`src/rtl/hdbt_pkg.sv`:
```
// Package for home_distance_bearing_tracker: sequencer states, CORDIC request,
// fixed-point constants and the arctangent table. No dependencies.
`default_nettype none

package hdbt_pkg;

  localparam int unsigned CordicStepsDef = 16;
  localparam int unsigned XW = 36;
  localparam int unsigned ZW = 20;
  localparam int unsigned PW = 68;

  localparam logic [29:0] LatClamp   = 30'd900000000;
  localparam logic [31:0] RadScale   = 32'd125764227;
  localparam logic [31:0] DistScale  = 32'd29033590;
  localparam logic [31:0] DegScale   = 32'd3754936;
  localparam logic [35:0] CordicGain = 36'd652032874;
  localparam logic [16:0] AlphaMax   = 17'd102944;
  localparam logic [12:0] Recip360   = 13'd2913;

  typedef enum logic [3:0] {
    ST_IDLE,
    ST_ZMUL,
    ST_COS_GO,
    ST_COS_RUN,
    ST_AXMUL,
    ST_VEC_GO,
    ST_VEC_RUN,
    ST_DMUL,
    ST_AMUL,
    ST_BEAR,
    ST_ARROW
  } state_e;

  typedef struct packed {
    logic start;
    logic vec_mode;
  } cordic_req_t;

  function automatic logic [16:0] atan_q16(input logic [4:0] idx);
    logic [16:0] r;
    unique case (idx)
      5'd0:  r = 17'd51472;
      5'd1:  r = 17'd30386;
      5'd2:  r = 17'd16055;
      5'd3:  r = 17'd8150;
      5'd4:  r = 17'd4091;
      5'd5:  r = 17'd2047;
      5'd6:  r = 17'd1024;
      5'd7:  r = 17'd512;
      5'd8:  r = 17'd256;
      5'd9:  r = 17'd128;
      5'd10: r = 17'd64;
      5'd11: r = 17'd32;
      5'd12: r = 17'd16;
      5'd13: r = 17'd8;
      5'd14: r = 17'd4;
      5'd15: r = 17'd2;
      5'd16: r = 17'd1;
      default: r = 17'd0;
    endcase
    return r;
  endfunction

endpackage

`default_nettype wire

```
`src/rtl/hdbt_cordic.sv`:
```
// Shared iterative CORDIC, rotation or vectoring mode, one step per cycle.
// Depends on hdbt_pkg.
`default_nettype none

module hdbt_cordic #(
  parameter int unsigned Steps = hdbt_pkg::CordicStepsDef
) (
  input  wire logic                            clk_i,
  input  wire logic                            rst_ni,
  input  wire hdbt_pkg::cordic_req_t           req_i,
  input  wire logic signed [hdbt_pkg::XW-1:0]  x0_i,
  input  wire logic signed [hdbt_pkg::XW-1:0]  y0_i,
  input  wire logic signed [hdbt_pkg::ZW-1:0]  z0_i,
  output logic                                 done_o,
  output logic signed [hdbt_pkg::XW-1:0]       x_o,
  output logic signed [hdbt_pkg::ZW-1:0]       z_o
);

  localparam int unsigned CntW = $clog2(Steps + 1);

  logic signed [hdbt_pkg::XW-1:0] x_q, x_d, y_q, y_d, xs, ys;
  logic signed [hdbt_pkg::ZW-1:0] z_q, z_d, at;
  logic [CntW-1:0] cnt_q, cnt_d;
  logic run_q, run_d, vec_q, vec_d, done_q, done_d, cw;

  always_comb begin
    xs = x_q >>> cnt_q;
    ys = y_q >>> cnt_q;
    at = $signed({{(hdbt_pkg::ZW-17){1'b0}}, hdbt_pkg::atan_q16(5'(cnt_q))});
    cw = vec_q ? (y_q > 0) : z_q[hdbt_pkg::ZW-1];
    x_d = x_q;
    y_d = y_q;
    z_d = z_q;
    cnt_d = cnt_q;
    run_d = run_q;
    vec_d = vec_q;
    done_d = 1'b0;
    if (req_i.start) begin
      x_d = x0_i;
      y_d = y0_i;
      z_d = z0_i;
      cnt_d = '0;
      run_d = 1'b1;
      vec_d = req_i.vec_mode;
    end else if (run_q) begin
      if (cw) begin
        x_d = x_q + ys;
        y_d = y_q - xs;
        z_d = z_q + at;
      end else begin
        x_d = x_q - ys;
        y_d = y_q + xs;
        z_d = z_q - at;
      end
      cnt_d = cnt_q + 1'b1;
      if (cnt_q == CntW'(Steps - 1)) begin
        run_d = 1'b0;
        done_d = 1'b1;
      end
    end
  end

  always_ff @(posedge clk_i or negedge rst_ni) begin
    if (!rst_ni) begin
      run_q <= 1'b0;
      done_q <= 1'b0;
      cnt_q <= '0;
      vec_q <= 1'b0;
    end else begin
      run_q <= run_d;
      done_q <= done_d;
      cnt_q <= cnt_d;
      vec_q <= vec_d;
    end
  end

  always_ff @(posedge clk_i) begin
    x_q <= x_d;
    y_q <= y_d;
    z_q <= z_d;
  end

  assign done_o = done_q;
  assign x_o = x_q;
  assign z_o = z_q;

endmodule

`default_nettype wire

```
`src/rtl/home_distance_bearing_tracker.sv`:
```
// Home distance and bearing tracker: the first fix of type 2 or 3 latches home;
// every later fix yields distance home in meters and a 0..16 arrow relative to
// heading. Each item takes two runs of the shared CORDIC (cosine of home
// latitude, then vectoring) plus four passes through one shared registered
// multiplier. A fix before home is set gives its result in the next cycle.
// Input is not ready while an item is at work or a result waits.
// Depends on hdbt_pkg and hdbt_cordic.
`default_nettype none

module home_distance_bearing_tracker #(
  parameter int unsigned CORDIC_STEPS = hdbt_pkg::CordicStepsDef
) (
  input  wire logic               clk_i,
  input  wire logic               rst_ni,
  input  wire logic               in_valid_i,
  output logic                    in_ready_o,
  input  wire logic signed [30:0] latitude_i,
  input  wire logic signed [31:0] longitude_i,
  input  wire logic [1:0]         fix_quality_i,
  input  wire logic [8:0]         heading_deg_i,
  output logic                    out_valid_o,
  input  wire logic               out_ready_i,
  output logic                    home_valid_o,
  output logic [19:0]             distance_m_o,
  output logic [4:0]              arrow_index_o
);

  hdbt_pkg::state_e state_q, state_d;
  hdbt_pkg::cordic_req_t creq;

  logic home_set_q, out_valid_q, east_neg_q;
  logic signed [30:0] home_lat_q, lat_q;
  logic signed [31:0] home_lon_q, lon_q;
  logic [8:0] head_q, r_q;
  logic [19:0] dist_q;
  logic [4:0] arrow_q;
  logic [30:0] cos_q;
  logic [34:0] mag_q;
  logic [16:0] alpha_q;
  logic [hdbt_pkg::PW-1:0] prod_q;

  logic accept, cdone;
  logic [35:0] mul_a;
  logic [31:0] mul_b;
  logic [30:0] hl_abs;
  logic [29:0] lat_cl;
  logic signed [31:0] north;
  logic signed [32:0] dlon;
  logic [31:0] north_abs;
  logic [32:0] dlon_abs;
  logic [31:0] ax;
  logic [8:0] head_mod;
  logic signed [hdbt_pkg::XW-1:0] cx0, cy0, cx;
  logic signed [hdbt_pkg::ZW-1:0] cz0, cz;
  logic [hdbt_pkg::PW-1:0] zround;
  logic [22:0] adeg;
  logic signed [25:0] bq;
  logic signed [9:0] bdeg;
  logic signed [10:0] rdiff;
  logic [12:0] av;
  logic [25:0] aq;
  logic [4:0] idx;

  assign accept = in_valid_i && in_ready_o;
  assign in_ready_o = (state_q == hdbt_pkg::ST_IDLE) && !out_valid_q;
  assign out_valid_o = out_valid_q;
  assign home_valid_o = home_set_q;
  assign distance_m_o = dist_q;
  assign arrow_index_o = arrow_q;

  always_comb begin
    hl_abs = home_lat_q[30] ? 31'(-home_lat_q) : 31'(home_lat_q);
    lat_cl = (hl_abs > 31'(hdbt_pkg::LatClamp)) ? hdbt_pkg::LatClamp : hl_abs[29:0];
    north = $signed({home_lat_q[30], home_lat_q}) - $signed({lat_q[30], lat_q});
    dlon = $signed({home_lon_q[31], home_lon_q}) - $signed({lon_q[31], lon_q});
    north_abs = north[31] ? 32'(-north) : 32'(north);
    dlon_abs = dlon[32] ? 33'(-dlon) : 33'(dlon);
    ax = prod_q[61:30];
    head_mod = (heading_deg_i >= 9'd360) ? heading_deg_i - 9'd360 : heading_deg_i;
    zround = prod_q + (68'd1 << 39);
    cz0 = (state_q == hdbt_pkg::ST_COS_GO) ? hdbt_pkg::ZW'(zround >> 40) : '0;
    cx0 = (state_q == hdbt_pkg::ST_COS_GO) ? $signed(hdbt_pkg::CordicGain)
                                           : $signed({4'b0, north_abs});
    cy0 = (state_q == hdbt_pkg::ST_COS_GO) ? '0 : $signed({4'b0, ax});
    adeg = prod_q[38:16];
    priority if (!north[31] && !east_neg_q) bq = $signed({3'b0, adeg});
    else if (north[31] && !east_neg_q) bq = 26'sd11796480 - $signed({3'b0, adeg});
    else if (north[31]) bq = 26'sd11796480 + $signed({3'b0, adeg});
    else bq = 26'sd23592960 - $signed({3'b0, adeg});
    bdeg = bq[25:16];
    if (bdeg >= 10'sd360) bdeg = bdeg - 10'sd360;
    if (bdeg < 0) bdeg = '0;
    rdiff = $signed({bdeg[9], bdeg}) - $signed({2'b0, head_q});
    if (rdiff < 0) rdiff = rdiff + 11'sd360;
    av = {r_q, 4'b0} + 13'd180;
    aq = 26'(av) * 26'(hdbt_pkg::Recip360);
    idx = aq[24:20] + 5'd1;
    if (idx > 5'd16) idx = '0;
  end

  always_comb begin
    mul_a = '0;
    mul_b = '0;
    unique case (state_q)
      hdbt_pkg::ST_ZMUL: begin
        mul_a = 36'(lat_cl);
        mul_b = hdbt_pkg::RadScale;
      end
      hdbt_pkg::ST_AXMUL: begin
        mul_a = 36'(dlon_abs);
        mul_b = 32'(cos_q);
      end
      hdbt_pkg::ST_DMUL: begin
        mul_a = 36'(mag_q);
        mul_b = hdbt_pkg::DistScale;
      end
      hdbt_pkg::ST_AMUL: begin
        mul_a = 36'(alpha_q);
        mul_b = hdbt_pkg::DegScale;
      end
      default: begin
      end
    endcase
  end

  always_comb begin
    state_d = state_q;
    creq = '0;
    unique case (state_q)
      hdbt_pkg::ST_IDLE:
        if (accept && home_set_q) state_d = hdbt_pkg::ST_ZMUL;
      hdbt_pkg::ST_ZMUL: state_d = hdbt_pkg::ST_COS_GO;
      hdbt_pkg::ST_COS_GO: begin
        creq.start = 1'b1;
        state_d = hdbt_pkg::ST_COS_RUN;
      end
      hdbt_pkg::ST_COS_RUN:
        if (cdone) state_d = hdbt_pkg::ST_AXMUL;
      hdbt_pkg::ST_AXMUL: state_d = hdbt_pkg::ST_VEC_GO;
      hdbt_pkg::ST_VEC_GO: begin
        creq.start = 1'b1;
        creq.vec_mode = 1'b1;
        state_d = hdbt_pkg::ST_VEC_RUN;
      end
      hdbt_pkg::ST_VEC_RUN:
        if (cdone) state_d = hdbt_pkg::ST_DMUL;
      hdbt_pkg::ST_DMUL: state_d = hdbt_pkg::ST_AMUL;
      hdbt_pkg::ST_AMUL: state_d = hdbt_pkg::ST_BEAR;
      hdbt_pkg::ST_BEAR: state_d = hdbt_pkg::ST_ARROW;
      hdbt_pkg::ST_ARROW: state_d = hdbt_pkg::ST_IDLE;
      default: state_d = hdbt_pkg::ST_IDLE;
    endcase
  end

  hdbt_cordic #(
    .Steps(CORDIC_STEPS)
  ) u_cordic (
    .clk_i (clk_i),
    .rst_ni(rst_ni),
    .req_i (creq),
    .x0_i  (cx0),
    .y0_i  (cy0),
    .z0_i  (cz0),
    .done_o(cdone),
    .x_o   (cx),
    .z_o   (cz)
  );

  always_ff @(posedge clk_i or negedge rst_ni) begin
    if (!rst_ni) begin
      state_q <= hdbt_pkg::ST_IDLE;
      home_set_q <= 1'b0;
      home_lat_q <= '0;
      home_lon_q <= '0;
      dist_q <= '0;
      arrow_q <= '0;
      out_valid_q <= 1'b0;
    end else begin
      state_q <= state_d;
      if (out_valid_q && out_ready_i) out_valid_q <= 1'b0;
      if (accept && !home_set_q) begin
        out_valid_q <= 1'b1;
        if (fix_quality_i > 2'd1) begin
          home_set_q <= 1'b1;
          home_lat_q <= latitude_i;
          home_lon_q <= longitude_i;
        end
      end
      if (state_q == hdbt_pkg::ST_AMUL) begin
        dist_q <= (|prod_q[67:52]) ? '1 : prod_q[51:32];
      end
      if (state_q == hdbt_pkg::ST_ARROW) begin
        arrow_q <= idx;
        out_valid_q <= 1'b1;
      end
    end
  end

  always_ff @(posedge clk_i) begin
    prod_q <= {32'b0, mul_a} * {36'b0, mul_b};
    if (accept) begin
      lat_q <= latitude_i;
      lon_q <= longitude_i;
      head_q <= head_mod;
    end
    if (state_q == hdbt_pkg::ST_COS_RUN && cdone) begin
      if (cx < 0) cos_q <= '0;
      else if (cx > $signed(36'd1 << 30)) cos_q <= 31'd1 << 30;
      else cos_q <= cx[30:0];
    end
    if (state_q == hdbt_pkg::ST_VEC_GO) east_neg_q <= dlon[32] && (ax != 32'd0);
    if (state_q == hdbt_pkg::ST_VEC_RUN && cdone) begin
      mag_q <= (cx < 0) ? '0 : cx[34:0];
      if (cz < 0) alpha_q <= '0;
      else if (cz > $signed(20'(hdbt_pkg::AlphaMax))) alpha_q <= hdbt_pkg::AlphaMax;
      else alpha_q <= cz[16:0];
    end
    if (state_q == hdbt_pkg::ST_BEAR) r_q <= rdiff[8:0];
  end

endmodule

`default_nettype wire

```
`config.mk`:
```
export PLATFORM = sky130hd
export DESIGN_NAME = home_distance_bearing_tracker
export DESIGN_NICKNAME = d
export VERILOG_FILES = /design/src/rtl/hdbt_pkg.sv /design/src/rtl/hdbt_cordic.sv /design/src/rtl/home_distance_bearing_tracker.sv
export SDC_FILE = /design/constraint.sdc
export NUM_CORES = 2
export LEC_CHECK = 0
export BUFFER_PORTS_ARGS = -buffer_cell sky130_fd_sc_hd__buf_4
export CAP_MARGIN = 20
export CORE_MARGIN = 5
export CORE_UTILIZATION = 65
export CTS_CLUSTER_DIAMETER = 200
export CTS_CLUSTER_SIZE = 10
export DETAILED_ROUTE_END_ITERATION = 6
export GPL_ROUTABILITY_DRIVEN = 1
export MAX_ROUTING_LAYER = met4
export PLACE_DENSITY_LB_ADDON = 0.12
export SETUP_SLACK_MARGIN = 0.3
export SLEW_MARGIN = 20
export SYNTH_ARGS = -nofsm -noshare
export SYNTH_HDL_FRONTEND = slang
export SYNTH_SLANG_ARGS = --single-unit
```
`constraint.sdc`:
```
create_clock -name clk_i -period 17.03 [get_ports clk_i]
set_clock_uncertainty 0.1 [all_clocks]
set_input_delay 0 -clock clk_i [delete_from_list [all_inputs] [get_ports clk_i]]
set_output_delay 0 -clock clk_i [all_outputs]
set_load 0.01 [all_outputs]
```
==> impl_metrics.json <==
{
  "via_per_inst": 6.24,
  "antenna_found_initial": 10,
  "dr.pass1.iters": 7,
  "synth-edff-count": 257,
  "post-cts-setup-buffer-count": 0,
  "grt_setup_unrepaired": "false",
  "grt_pass1_vias": 57255,
  "initial_core_util": 0.653,
  "synth_top_area_cell": "fa_1",
  "synth_top_area_share": 0.291,
  "cts_tree": "done",
  "vdd_ir_drop_max_uv": 248,
  "critPathKind": "reg2reg",
  "routed_wire_length_per_instance_um": 23.7,
  "synth_cell_types": 97,
  "rows": 118,
  "dieWidth_um": 332,
  "cp_slowest_cell": "xor2_1",
  "numCtsBuffers": 47,
  "ff2ff_setup_slack_ps": 2800,
  "antenna_left": 0,
  "cts_hold_buf": 152,
  "min_path_type": "in2reg",
  "core_region_area_um2": 103000,
  "power_density_nw_per_um2": 170,
  "via_count": 56453,
  "hold_violations": 0,
  "period_needed_ps": 14230,
  "syn_area_per_cell_um2": 8.91,
  "regArea_um2": 11300,
  "io_pins": 106,
  "clk_pin_slew_ps": 60,
  "fmax_ghz": 0.0703,
  "maxSlewHeadroom": 0.162,
  "end_kind": "flop",
  "fin_area_um2": 72500,
  "grtUsageTotal": 0.399,
  "ctsHtreeMaxLevel": 2,
  "area_delta_synth_final_pct": 7.59,
  "ys_ff_latch": 411,
  "violations": "design-rule violations",
  "drive_gt1_frac": 0.0658,
  "dp_hpwl_mm": 163,
  "drtIter0Drc": 6078,
  "die_area_um2": 110000,
  "cts.path.max_buffers": 3,
  "multi_input_area_um2": 50700,
  "insertion_delay_ps": 680,
  "synth_area_um2": 67300,
  "worst_pin_slew_ps": 1260,
  "grt_overflow_total": 0,
  "cp_common_cell": "fa_1",
  "drv_cap": 0,
  "synthCells": 7556,
  "timing.final.crit_share": 0.836,
  "slew_viol_final": 0,
  "tns_ps": 0,
  "gp_congestion": 1.01,
  "place_area_um2": 69500,
  "cp_data_required_time_ps": 17510,
  "clock-sinks": 411,
  "yosys_warnings": 0,
  "setup_viol": 0,
  "final_common_cell": "inv_1",
  "chipHeight_um": 332,
  "synth-main-ff-cell": "edfxtp_1",
  "critical_path.max_stage_delay_ps": 830,
  "fill_cells": 8050,
  "cts_root_buffer": "clkbuf_16",
  "leakage_nw": 34.1,
  "yosys-top-cells-area": "fa_1 (29%), edfxtp_1 (11%), ha_1 (9.5%)",
  "mostFrequentLayoutCells": "inv_1 (1124), fa_1 (980), nand2_1 (961)",
  "routed_wl_mm": 214,
  "cp-start-kind": "flop",
  "ctsResizeCount": 0,
  "nets": 9177,
  "grt_pass1_wl_mm": 332,
  "holdWs_ps": 25.4,
  "synthArstFlopShare": 0.248,
  "grt_max_degree": 80,
  "port_buffers": 104,
  "ys_seq_area_frac": 0.168,
  "drcViolationCount": 1,
  "cp_data_arrival_time_ps": 14720,
  "path_max_fanout": 20,
  "status": "finished with violations"
}
## power by group
| group | leakage (nW) | internal, mW | total (mW) | switching, mW |
|---|---|---|---|---|
| Clock | 0.660 | 0.526 | 0.988 | 0.462 |
| Combinational | 29.2 | 3.66 | 9.10 | 5.44 |
| Sequential | 4.25 | 1.65 | 2.22 | 0.571 |
## cell type report
class                      count  share of cell area
timing repair buffer         352              0.0420
clock buffer                  84              0.0182
sequential                   411               0.156
tap                         1380              0.0238
inverter                    1128              0.0584
antenna                       12            0.000414
clock inverter                 4             0.00123
multi-input combinational   5669               0.700
## routing by layer
metal  vias up  routed length, um  GRT usage
met5         -                  0          -
met4         0              15300      0.211
met3       829              24600      0.102
met2      3187              95800      0.608
met1     27721              78300      0.494
li1      24716                  -          -
## final timing paths
check,from,end,depth (start not counted)
worst max-delay path,home_lon_q[1]$_DFFE_PN0P_,prod_q[66]$_DFF_P_,42
worst min-delay path,longitude_i[12],home_lon_q[12]$_DFFE_PN0P_,3
worst max register to register,home_lon_q[1]$_DFFE_PN0P_,prod_q[66]$_DFF_P_,42
worst min register to register,arrow_index_o[2]$_DFFE_PN0P_,arrow_index_o[2]$_DFFE_PN0P_,2
max in group asynchronous,rst_ni,u_cordic.cnt_q[0]$_DFFE_PN0P_,4
min in group asynchronous,rst_ni,home_lat_q[30]$_DFFE_PN0P_,4
## stage by stage
step	setup WS [ps]	power [mW]	std cells	utilization
finish	2800	12.3	9040	0.702
global route	2230	13.2	9036	0.702
CTS	3010	12.1	9028	0.702
detailed placement	3140	11.0	8788	0.673
global placement	3350	10.8	8788	0.673
floorplan	4890	8.66	7591	-
## state kept, by name, summed over array words and instances (netlist names), 4 cells and up
register	count
prod_q	52
u_cordic.x_o	36
u_cordic.y_q	36
mag_q	35
home_lon_q	32
lon_q	32
cos_q	31
home_lat_q	31
lat_q	31
distance_m_o	20
u_cordic.z_o	20
alpha_q	17
head_q	9
r_q	9
arrow_index_o	5
u_cordic.cnt_q	5
state_q	4
## logic make-up after synthesis
kind of cell	synth area share
other	0.000112
adder cells (fa/ha/maj)	0.386
AO/OA/AOI/OAI	0.114
flip-flops	0.168
multiplexers	0.0403
XOR/XNOR	0.0514
buffers and inverters	0.0845
AND/OR/NAND/NOR	0.156
## worst max-delay path, delay by kind of cell, from the launching register on
kind,cells,cell delay [ps]
adder cells (fa/ha/maj),10,4720
AND/OR/NAND/NOR,7,2460
buffers and inverters,5,390
flip-flops,1,420
AO/OA/AOI/OAI,18,5080
XOR/XNOR,2,960
## cells in the mapped netlist, types with 81 or more instances
master / count
and3_1: 81
mux2_2: 89
xnor2_1: 227
dfrtp_1: 102
nor2_1: 716
a21o_1: 118
edfxtp_1: 257
xor2_1: 168
clkbuf_1: 328
a21oi_1: 340
ha_1: 510
nand3_1: 89
fa_1: 980
inv_1: 1125
o21ai_0: 259
nand2_1: 964
nor2b_1: 94
No activity file was read; power rests on OpenSTA's default activity.
